--- src/rtl/der_ecdsa_signature_to_raw_defines.svh ---
// ----------------------------------------------------------------------------
// Assertion macros for the DER signature to raw r||s converter
// Shared property forms used by the RTL checks.
// ----------------------------------------------------------------------------
`ifndef DER_ECDSA_SIGNATURE_TO_RAW_DEFINES_SVH
`define DER_ECDSA_SIGNATURE_TO_RAW_DEFINES_SVH

// Same-cycle implication, off while reset is high
`define D2R_ASSERT_SAME(label, clk, rst, ante, cons, msg) \
  label: assert property (@(posedge clk) disable iff (rst) (ante) |-> (cons)) \
    else $error(msg);

// Next-cycle implication, off while reset is high
`define D2R_ASSERT_NEXT(label, clk, rst, ante, cons, msg) \
  label: assert property (@(posedge clk) disable iff (rst) (ante) |=> (cons)) \
    else $error(msg);

`endif

--- src/rtl/der2raw_pkg.sv ---
// ----------------------------------------------------------------------------
// der2raw_pkg
// Types and constants of the DER signature to raw r||s converter.
// ----------------------------------------------------------------------------
`timescale 1ns / 1ps
`default_nettype none

package der2raw_pkg;

  // Default size of one half (r or s) in bytes
  localparam int HALF_BYTES_DEF = 32;

  localparam int WORD_BITS = 64;

  // DER codes
  localparam logic [7:0] SEQ_TAG      = 8'h30;
  localparam logic [7:0] INT_TAG      = 8'h02;
  localparam logic [7:0] LEN_LONG_BIT = 8'h80;
  localparam logic [7:0] LEN_MASK     = 8'h7F;
  localparam logic [7:0] LEN_ONE_BYTE = 8'h01;

  // Byte counter limits
  localparam logic [6:0] COUNT_MAX = 7'd127;
  localparam logic [6:0] MIN_TOTAL = 7'd8;

  // Parser phase
  typedef enum logic [2:0] {
    PH_SEQ_TAG  = 3'd0,
    PH_SEQ_LEN  = 3'd1,
    PH_LONG_LEN = 3'd2,
    PH_INT_TAG  = 3'd3,
    PH_INT_LEN  = 3'd4,
    PH_INT_VAL  = 3'd5,
    PH_DONE     = 3'd6
  } phase_t;

endpackage

`default_nettype wire

--- src/rtl/der2raw_byte_if.sv ---
// ----------------------------------------------------------------------------
// der2raw_byte_if
// Byte channel carrying one DER signature byte and its last-byte mark.
// ----------------------------------------------------------------------------
`timescale 1ns / 1ps
`default_nettype none

interface der2raw_byte_if;
  logic       valid;
  logic       ready;
  logic [7:0] data_byte;
  logic       last_byte;

  modport source (output valid, output data_byte, output last_byte, input ready);
  modport sink (input valid, input data_byte, input last_byte, output ready);
endinterface

`default_nettype wire

--- src/rtl/der2raw_word_if.sv ---
// ----------------------------------------------------------------------------
// der2raw_word_if
// Result channel carrying one 64-bit word of the raw r||s signature.
// ----------------------------------------------------------------------------
`timescale 1ns / 1ps
`default_nettype none

interface der2raw_word_if;
  logic        valid;
  logic        ready;
  logic        ok;
  logic [2:0]  word_index;
  logic [63:0] raw_word;
  logic        final_word;

  modport source (output valid, output ok, output word_index, output raw_word,
                  output final_word, input ready);
  modport sink (input valid, input ok, input word_index, input raw_word,
                input final_word, output ready);
endinterface

`default_nettype wire

--- src/rtl/der_ecdsa_signature_to_raw.sv ---
// ----------------------------------------------------------------------------
// der_ecdsa_signature_to_raw
// Parses a DER ECDSA signature byte by byte and emits raw r||s words.
// ----------------------------------------------------------------------------
// Usage:
//   der : byte channel, one signature byte per item, last_byte closes it.
//   raw : result channel. A rejected signature gives one item with ok=0,
//         raw_word=0, final_word=1. An accepted one gives NUM_WORDS items
//         (8 for 32-byte halves), word_index 0 up, final_word on the last.
//   Bytes are taken one per cycle while der ready is high; the parser state
//   and the r||s buffer are updated in the cycle the byte is accepted. The
//   finished signature is registered into the output buffer, then words
//   leave one per cycle while raw ready is high. Results drain from a
//   separate output buffer, so bytes of the next signature keep flowing
//   while words are delivered. If a last byte arrives while that buffer is
//   still busy, the finished buffer is parked and der ready drops until the
//   buffer frees up. A receiver stall holds the current word; only the
//   parked case above back-pressures the byte channel.
//   rst (synchronous) clears the parser, the buffer and all valid flags.
// ----------------------------------------------------------------------------
`timescale 1ns / 1ps
`default_nettype none
`include "der_ecdsa_signature_to_raw_defines.svh"

module der_ecdsa_signature_to_raw #(
  parameter int HALF_BYTES = der2raw_pkg::HALF_BYTES_DEF
) (
  input  wire logic          clk,
  input  wire logic          rst,
  der2raw_byte_if.sink       der,
  der2raw_word_if.source     raw
);

  localparam int RAW_BYTES  = 2 * HALF_BYTES;
  localparam int STORE_BITS = RAW_BYTES * 8;
  localparam int HALF_BITS  = HALF_BYTES * 8;
  localparam int NUM_WORDS  = (RAW_BYTES + 7) / 8;
  localparam int BUF_BITS   = NUM_WORDS * der2raw_pkg::WORD_BITS;
  localparam int PAD_BITS   = BUF_BITS - STORE_BITS;
  localparam int WIDX_W     = $clog2(NUM_WORDS);
  localparam logic [WIDX_W-1:0] LAST_WIDX   = WIDX_W'(NUM_WORDS - 1);
  localparam logic [7:0]        INT_LEN_MAX = 8'(HALF_BYTES + 1);
  localparam logic [5:0]        SIG_MAX     = 6'(HALF_BYTES);

  // Parser registers
  der2raw_pkg::phase_t   phase, phase_next;
  logic [6:0]            byte_count, byte_count_next;
  logic [7:0]            body_length, body_length_next;
  logic [5:0]            integer_remaining, integer_remaining_next;
  logic                  second_half, second_half_next;
  logic                  stripping_zeros, stripping_zeros_next;
  logic [5:0]            significant_count, significant_count_next;
  logic                  failed, failed_next;
  logic [STORE_BITS-1:0] store, store_next;
  logic                  ok_next;

  // Parked result while the output buffer is busy
  logic                  hold;
  logic                  ok_hold;

  // Output buffer
  logic                  obuf_valid;
  logic                  obuf_ok;
  logic [BUF_BITS-1:0]   obuf;
  logic [WIDX_W-1:0]     widx;
  logic                  obuf_last;
  logic                  obuf_free;
  logic                  in_fire;
  logic                  out_fire;

  assign in_fire   = der.valid && der.ready;
  assign out_fire  = raw.valid && raw.ready;
  assign obuf_last = !obuf_ok || (widx == LAST_WIDX);
  assign obuf_free = !obuf_valid || (raw.ready && obuf_last);

  // Next parser state for the byte on the input
  always_comb begin
    logic [7:0] b;
    logic       skip;
    logic [5:0] sig_inc;
    b                      = der.data_byte;
    skip                   = 1'b0;
    sig_inc                = significant_count + 6'd1;
    phase_next             = phase;
    byte_count_next        = (byte_count < der2raw_pkg::COUNT_MAX) ?
                             byte_count + 7'd1 : byte_count;
    body_length_next       = body_length;
    integer_remaining_next = integer_remaining;
    second_half_next       = second_half;
    stripping_zeros_next   = stripping_zeros;
    significant_count_next = significant_count;
    failed_next            = failed;
    store_next             = store;

    if (!failed) begin
      // Count down the body once inside the SEQUENCE
      if (phase >= der2raw_pkg::PH_INT_TAG) begin
        if (body_length == 8'd0) begin
          failed_next = 1'b1;
          skip        = 1'b1;
        end else begin
          body_length_next = body_length - 8'd1;
        end
      end
      if (!skip) begin
        case (phase)
          der2raw_pkg::PH_SEQ_TAG: begin
            if (b != der2raw_pkg::SEQ_TAG) failed_next = 1'b1;
            else phase_next = der2raw_pkg::PH_SEQ_LEN;
          end
          der2raw_pkg::PH_SEQ_LEN: begin
            if ((b & der2raw_pkg::LEN_LONG_BIT) != 8'd0) begin
              if ((b & der2raw_pkg::LEN_MASK) != der2raw_pkg::LEN_ONE_BYTE) begin
                failed_next = 1'b1;
              end else begin
                phase_next = der2raw_pkg::PH_LONG_LEN;
              end
            end else begin
              body_length_next = b;
              phase_next       = der2raw_pkg::PH_INT_TAG;
            end
          end
          der2raw_pkg::PH_LONG_LEN: begin
            body_length_next = b;
            phase_next       = der2raw_pkg::PH_INT_TAG;
          end
          der2raw_pkg::PH_INT_TAG: begin
            if (b != der2raw_pkg::INT_TAG) failed_next = 1'b1;
            else phase_next = der2raw_pkg::PH_INT_LEN;
          end
          der2raw_pkg::PH_INT_LEN: begin
            if (b == 8'd0 || b > INT_LEN_MAX) begin
              failed_next = 1'b1;
            end else begin
              integer_remaining_next = b[5:0];
              stripping_zeros_next   = 1'b1;
              significant_count_next = 6'd0;
              phase_next             = der2raw_pkg::PH_INT_VAL;
            end
          end
          der2raw_pkg::PH_INT_VAL: begin
            if (!(stripping_zeros && b == 8'd0)) begin
              stripping_zeros_next   = 1'b0;
              significant_count_next = sig_inc;
              if (sig_inc > SIG_MAX) begin
                failed_next = 1'b1;
                skip        = 1'b1;
              end else if (second_half) begin
                store_next[HALF_BITS-1:0] = {store[HALF_BITS-9:0], b};
              end else begin
                store_next[STORE_BITS-1:HALF_BITS] =
                  {store[STORE_BITS-9:HALF_BITS], b};
              end
            end
            if (!skip) begin
              integer_remaining_next = integer_remaining - 6'd1;
              if (integer_remaining == 6'd1) begin
                if (second_half) begin
                  phase_next = der2raw_pkg::PH_DONE;
                end else begin
                  second_half_next = 1'b1;
                  phase_next       = der2raw_pkg::PH_INT_TAG;
                end
              end
            end
          end
          default: failed_next = 1'b1;
        endcase
      end
    end

    ok_next = !failed_next && (phase_next == der2raw_pkg::PH_DONE) &&
              (body_length_next == 8'd0) && (byte_count_next >= der2raw_pkg::MIN_TOTAL);
  end

  // Parser registers: advance per byte, clear at signature end
  always_ff @(posedge clk) begin
    if (rst || (in_fire && der.last_byte)) begin
      phase             <= der2raw_pkg::PH_SEQ_TAG;
      byte_count        <= 7'd0;
      body_length       <= 8'd0;
      integer_remaining <= 6'd0;
      second_half       <= 1'b0;
      stripping_zeros   <= 1'b0;
      significant_count <= 6'd0;
      failed            <= 1'b0;
    end else if (in_fire) begin
      phase             <= phase_next;
      byte_count        <= byte_count_next;
      body_length       <= body_length_next;
      integer_remaining <= integer_remaining_next;
      second_half       <= second_half_next;
      stripping_zeros   <= stripping_zeros_next;
      significant_count <= significant_count_next;
      failed            <= failed_next;
    end
  end

  // Buffer and park: keep the finished buffer if the output is busy
  always_ff @(posedge clk) begin
    if (rst) begin
      store   <= '0;
      hold    <= 1'b0;
      ok_hold <= 1'b0;
    end else if (in_fire) begin
      if (der.last_byte) begin
        store   <= obuf_free ? '0 : store_next;
        hold    <= !obuf_free;
        ok_hold <= ok_next;
      end else begin
        store <= store_next;
      end
    end else if (hold && obuf_free) begin
      store <= '0;
      hold  <= 1'b0;
    end
  end

  // Output buffer: load a finished signature, shift out one word per item
  always_ff @(posedge clk) begin
    if (rst) begin
      obuf_valid <= 1'b0;
      obuf_ok    <= 1'b0;
      obuf       <= '0;
      widx       <= '0;
    end else if (in_fire && der.last_byte && obuf_free) begin
      obuf_valid <= 1'b1;
      obuf_ok    <= ok_next;
      obuf       <= ok_next ? (BUF_BITS'(store_next) << PAD_BITS) : '0;
      widx       <= '0;
    end else if (hold && obuf_free) begin
      obuf_valid <= 1'b1;
      obuf_ok    <= ok_hold;
      obuf       <= ok_hold ? (BUF_BITS'(store) << PAD_BITS) : '0;
      widx       <= '0;
    end else if (out_fire) begin
      if (obuf_last) begin
        obuf_valid <= 1'b0;
      end else begin
        obuf <= obuf << der2raw_pkg::WORD_BITS;
        widx <= widx + WIDX_W'(1);
      end
    end
  end

  // Drive the channels
  always_comb begin
    der.ready      = !hold;
    raw.valid      = obuf_valid;
    raw.ok         = obuf_ok;
    raw.word_index = 3'(widx);
    raw.raw_word   = obuf[BUF_BITS-1 -: der2raw_pkg::WORD_BITS];
    raw.final_word = obuf_last;
  end

  // Checks
  `D2R_ASSERT_SAME(a_fail_item_shape, clk, rst, raw.valid && !raw.ok,
    raw.final_word && raw.raw_word == 64'd0 && raw.word_index == 3'd0,
    "failure item must be a single zero word")
  `D2R_ASSERT_SAME(a_hold_needs_busy, clk, rst, hold, obuf_valid,
    "parked buffer without a busy output buffer")
  `D2R_ASSERT_NEXT(a_last_loads, clk, rst, in_fire && der.last_byte,
    raw.valid && (hold || raw.word_index == 3'd0),
    "last byte did not start or park a result")
  `D2R_ASSERT_NEXT(a_word_step, clk, rst, out_fire && !raw.final_word,
    raw.valid && raw.ok && widx == $past(widx) + WIDX_W'(1),
    "word index did not advance by one")

endmodule

`default_nettype wire

--- src/flat_wrapper.sv ---
// flat-port wrapper written by rule: the top's interface ports become plain ports
module der_ecdsa_signature_to_raw_flat 
#(
  parameter int HALF_BYTES = der2raw_pkg::HALF_BYTES_DEF
)
  (clk, rst, der_valid, der_data_byte, der_last_byte, der_ready, raw_valid, raw_ok, raw_word_index, raw_raw_word, raw_final_word, raw_ready);
  der2raw_byte_if der_i ();
  der2raw_word_if raw_i ();
  input  wire logic clk;
  input  wire logic rst;
  input wire logic [$bits(der_i.valid)-1:0] der_valid;
  input wire logic [$bits(der_i.data_byte)-1:0] der_data_byte;
  input wire logic [$bits(der_i.last_byte)-1:0] der_last_byte;
  output wire logic [$bits(der_i.ready)-1:0] der_ready;
  output wire logic [$bits(raw_i.valid)-1:0] raw_valid;
  output wire logic [$bits(raw_i.ok)-1:0] raw_ok;
  output wire logic [$bits(raw_i.word_index)-1:0] raw_word_index;
  output wire logic [$bits(raw_i.raw_word)-1:0] raw_raw_word;
  output wire logic [$bits(raw_i.final_word)-1:0] raw_final_word;
  input wire logic [$bits(raw_i.ready)-1:0] raw_ready;
  assign der_i.valid = der_valid;
  assign der_i.data_byte = der_data_byte;
  assign der_i.last_byte = der_last_byte;
  assign der_ready = der_i.ready;
  assign raw_valid = raw_i.valid;
  assign raw_ok = raw_i.ok;
  assign raw_word_index = raw_i.word_index;
  assign raw_raw_word = raw_i.raw_word;
  assign raw_final_word = raw_i.final_word;
  assign raw_i.ready = raw_ready;
  der_ecdsa_signature_to_raw #(.HALF_BYTES(HALF_BYTES)) u_core (.clk(clk), .rst(rst), .der(der_i), .raw(raw_i));
endmodule
--- config.mk ---
export PLATFORM = sky130hd
export DESIGN_NAME = der_ecdsa_signature_to_raw_flat
export DESIGN_NICKNAME = d
export VERILOG_FILES = /design/src/rtl/der2raw_pkg.sv /design/src/rtl/der2raw_byte_if.sv /design/src/rtl/der2raw_word_if.sv /design/src/rtl/der_ecdsa_signature_to_raw.sv /design/src/flat_wrapper.sv
export VERILOG_INCLUDE_DIRS = /design/src /design/src/rtl
export SDC_FILE = /design/constraint.sdc
export NUM_CORES = 2
export LEC_CHECK = 0
export ABC_AREA = 1
export BUFFER_PORTS_ARGS = -buffer_cell sky130_fd_sc_hd__buf_2
export CAP_MARGIN = 10
export CELL_PAD_IN_SITES_DETAIL_PLACEMENT = 0
export CELL_PAD_IN_SITES_GLOBAL_PLACEMENT = 2
export CORE_MARGIN = 1
export CORE_UTILIZATION = 38
export DETAILED_ROUTE_END_ITERATION = 8
export PLACE_DENSITY_LB_ADDON = 0.1
export SETUP_SLACK_MARGIN = 0.4
export SLEW_MARGIN = 10
export SYNTH_ARGS = -nofsm -noshare
export SYNTH_HDL_FRONTEND = slang
export SYNTH_SLANG_ARGS = --single-unit
export TNS_END_PERCENT = 5
--- constraint.sdc ---
create_clock -name clk -period 7 [get_ports clk]
set_input_delay 1.4 -clock clk [delete_from_list [all_inputs] [get_ports clk]]
set_output_delay 1.4 -clock clk [all_outputs]
set_load 0.005 [all_outputs]
==> key figures <==
Outcome
  • Status: completed

Logic synthesis
  • Synth unique cells: 43
  • Yosys reg bits: 1064
  • Register area share after synthesis: 37.7%
  • Synth area leaders: dfxtp_1, nand2_1, o21ai_0
  • Cell Area, Synth: 56500 um2
  • Top FF cell, synth: dfxtp_1
  • Post-synth top area cell: dfxtp_1
  • Synth warnings: 0
  • Cell count after synthesis: 8726
  • Synthesized Nets: 8747
  • Ys async rst share: 0%
  • Mean post-synth cell area: 6.47 um2
  • Top-area cell type share of the netlist area: 37.7%
  • Number of enable flip-flop cells after synthesis: 0

Worst setup path
  • Worst EP required: 7.65 ns
  • Most Frequent Cell on Critical Path: inv_1
  • WS Path Type: in -> reg
  • R2r setup slk: 2.74 ns
  • Critical Path End Type: flip-flop
  • Slowest CP cell: buf_12
  • CP arrival: 4.92 ns
  • Maximum fanout along the worst path: 168
  • Worst path cell trace: buf_2 > inv_1 > o21ai_0 > inv_1 > nor2_4 > buf_12 > inv_8 > buf_4 > o211ai_1 > nand2_1 > inv_1 > a21oi_1
  • Crit path launch type: input port
  • CP peak stage delay: 0.75 ns

Clock tree
  • Clock root buffer: clkbuf_16
  • Hold Buf Count CTS: 0
  • Later-pin clock latency in the skew report: 0.77 ns
  • Postcts setup bufs: 0
  • CTS max path bufs: 3
  • Clk slew on worst S/H paths: 0.06 ns
  • CTS H-tree lvls: 4
  • Inserted Clock Buffers: 137
  • Sink Count: 1064
  • Resized cells post-CTS: 0
  • CTS tree: yes

Route
  • Residual DRC count: 0
  • Drt pass-1 iters: 5
  • Routed wire length: 198000 um
  • Routed Antenna Nets: 0
  • Vias per cell: 5.46
  • Vias: 55900
  • 1st-iter DRT viols: 3996
  • Wire per inst: 19.3 um

Timing
  • Worst-Margin Slew: 1.08 ns
  • Tcrit/Tclk final: 61.0%
  • Fin. max-slew vios: 0
  • Number of failing hold endpoints at the final stage: 0
  • Min Clock Period, post-route: 4.27 ns
  • Fmax: 234 MHz
  • RSZ-0062 raised after global routing: false
  • Slew HR: 28.3%
  • Setup_tns: 0 ns
  • Worst clock skew: 0.0248 ns
  • Final setup violation count: 0

Finish
  • Synth-to-Final Area Change: 8.87%
  • Fill cells: 15900
  • Finished layout cell area: 61500 um2
  • Final nets: 8232
  • Layout cells sized above 1: 5.01%

Global route
  • First-pass GRT wire length: 313000 um
  • Gr usage total: 25.7%
  • Number of global-route vias before repair: 52500
  • Pin count of the biggest net entering global routing: 216
  • Initial antenna violation count: 7
  • Grt ovf: 0

Floorplanning
  • Std cell rows: 141
  • Chip width: 388 um
  • Die ar.: 150000 um2
  • Initial Util: 38.3%
  • IO Count: 84
  • Die Height: 388 um
  • Core area: 148000 um2

Placed design
  • Placer congestion estimate: 0.778
  • Port-buffer cells: 83
  • Post-placement cell area: 57000 um2
  • DP HPWL: 106000 um

Pwr
  • Leakage: 0.0218 uW
  • Total power draw: 15000 uW
  • Worst VDD drop: 0.213 mV
  • PD cells: 244 nW/um2

Min path
  • HP Class: reg -> reg

Job
  • Max-Cap Viols: 0
per-layer routing:
layer	global-route usage (%)	vias up	wire, um
met4	5.94	0	3530
met2	41.4	1064	90500
met5	0	-	0
met1	36.8	26800	97400
li1	-	27900	-
met3	2.41	194	6710
Yosys cell counts (2+ instances only):
cell type and n:
a21oi_1 1158, and3_1 2, buf_1 49, buf_2 62
buf_4 106, clkbuf_1 618, dfxtp_1 1064, ha_1 8
inv_1 962, inv_2 11, mux2_2 8, nand2_1 2095
nand2_2 4, nand2_4 2, nand3_1 545, nand3b_1 2
nand4_1 10, nor2_1 93, nor2_2 2, nor3_1 9
o211ai_1 450, o21ai_0 1439, o31ai_1 4, o32ai_1 2
xor2_1 3
placed cells by master (no fill, tap or decap), types with 2 or more instances in the layout:
cell | Yosys | final
a21oi_1 | 1158 | 1158
and3_1 | 2 | 2
buf_12 | 0 | 39
buf_2 | 62 | 82
buf_4 | 106 | 60
bufinv_16 | 0 | 4
clkbuf_1 | 618 | 44
clkbuf_16 | 0 | 146
clkbuf_8 | 0 | 30
clkinv_2 | 0 | 9
clkinv_8 | 0 | 3
dfxtp_1 | 1064 | 1064
diode_2 | 0 | 2
ha_1 | 8 | 8
inv_1 | 962 | 961
inv_2 | 11 | 8
inv_6 | 0 | 3
inv_8 | 0 | 5
mux2_2 | 8 | 8
nand2_1 | 2095 | 2094
nand2_2 | 4 | 4
nand2_4 | 2 | 3
nand3_1 | 545 | 543
nand3_4 | 1 | 3
nand3b_1 | 2 | 2
nand4_1 | 10 | 10
nor2_1 | 93 | 91
nor2_2 | 2 | 2
nor2_4 | 1 | 3
nor3_1 | 9 | 9
o211ai_1 | 450 | 450
o21ai_0 | 1439 | 1439
o31ai_1 | 4 | 4
o32ai_1 | 2 | 2
xor2_1 | 3 | 3
power by group:
group | switching, uW | internal (uW)
combinational | 993 | 408
clock | 2830 | 4270
sequential | 217 | 6300
kinds of logic (layout without fill, tap and decap cells):
group	after synthesis	after routing	synth area share (%)
AO/OA/AOI/OAI	3061	3061	29.2
XOR/XNOR	4	4	0.0620
adder cells (fa/ha/maj)	8	8	0.177
buffers and inverters	1810	1395	12.9
flip-flops	1064	1064	37.7
multiplexers	9	9	0.177
other	0	2	0
AND/OR/NAND/NOR	2770	2770	19.8
registers in the layout, summed over array words and instances (netlist names):
signal                    count
u_core.significant_count      6
u_core.second_half            1
u_core.raw.word_index         3
u_core.raw.ok                 1
u_core.failed                 1
u_core.integer_remaining      6
u_core.body_length            8
u_core.stripping_zeros        1
u_core.phase                  3
u_core.ok_hold                1
u_core.raw.valid              1
u_core.obuf                 512
u_core.byte_count             7
u_core.hold                   1
u_core.store                512
per-stage QoR:
stage	hold slack (ns)	worst slack [ns]	utilization [%]	cells
after floorplan	0.445	3.71	-	8726
after global placement	0.451	1.95	38.6	10000
after detailed placement	0.455	1.98	38.6	10000
after CTS	0.464	2.77	41.7	10200
after global routing	0.482	2.51	41.7	10200
final	0.461	2.73	41.7	10200
cell type report:
class / instances / area (um2) / area share, %
flip-flops and latches: 1064 / 21300 / 34.6
clock inverters: 19 / 240 / 0.391
repair buffers: 182 / 1660 / 2.69
multi-input cells: 5852 / 28000 / 45.5
diodes: 2 / 5.00 / 0.00814
well taps: 1930 / 2410 / 3.93
clock buffers: 220 / 4230 / 6.88
inverters: 974 / 3690 / 6.00
path summary, 6_finish.rpt:
kind                            start                to  cells past startpoint
max                         raw_ready  u_core.obuf[480]                     12
min reg2reg          u_core.store[70]  u_core.store[70]                      2
max reg2reg  u_core.raw.word_index[0]  u_core.obuf[480]                     13
min                  u_core.store[70]  u_core.store[70]                      2
worst max-delay path, delay by kind of cell:
family                 cells  cell delay (ns)
AOI/OAI and AO/OA          3             0.78
and+or+nand+nor            2             0.26
buffers and inverters      7             2.34
No activity file was read; power rests on OpenSTA's default activity.
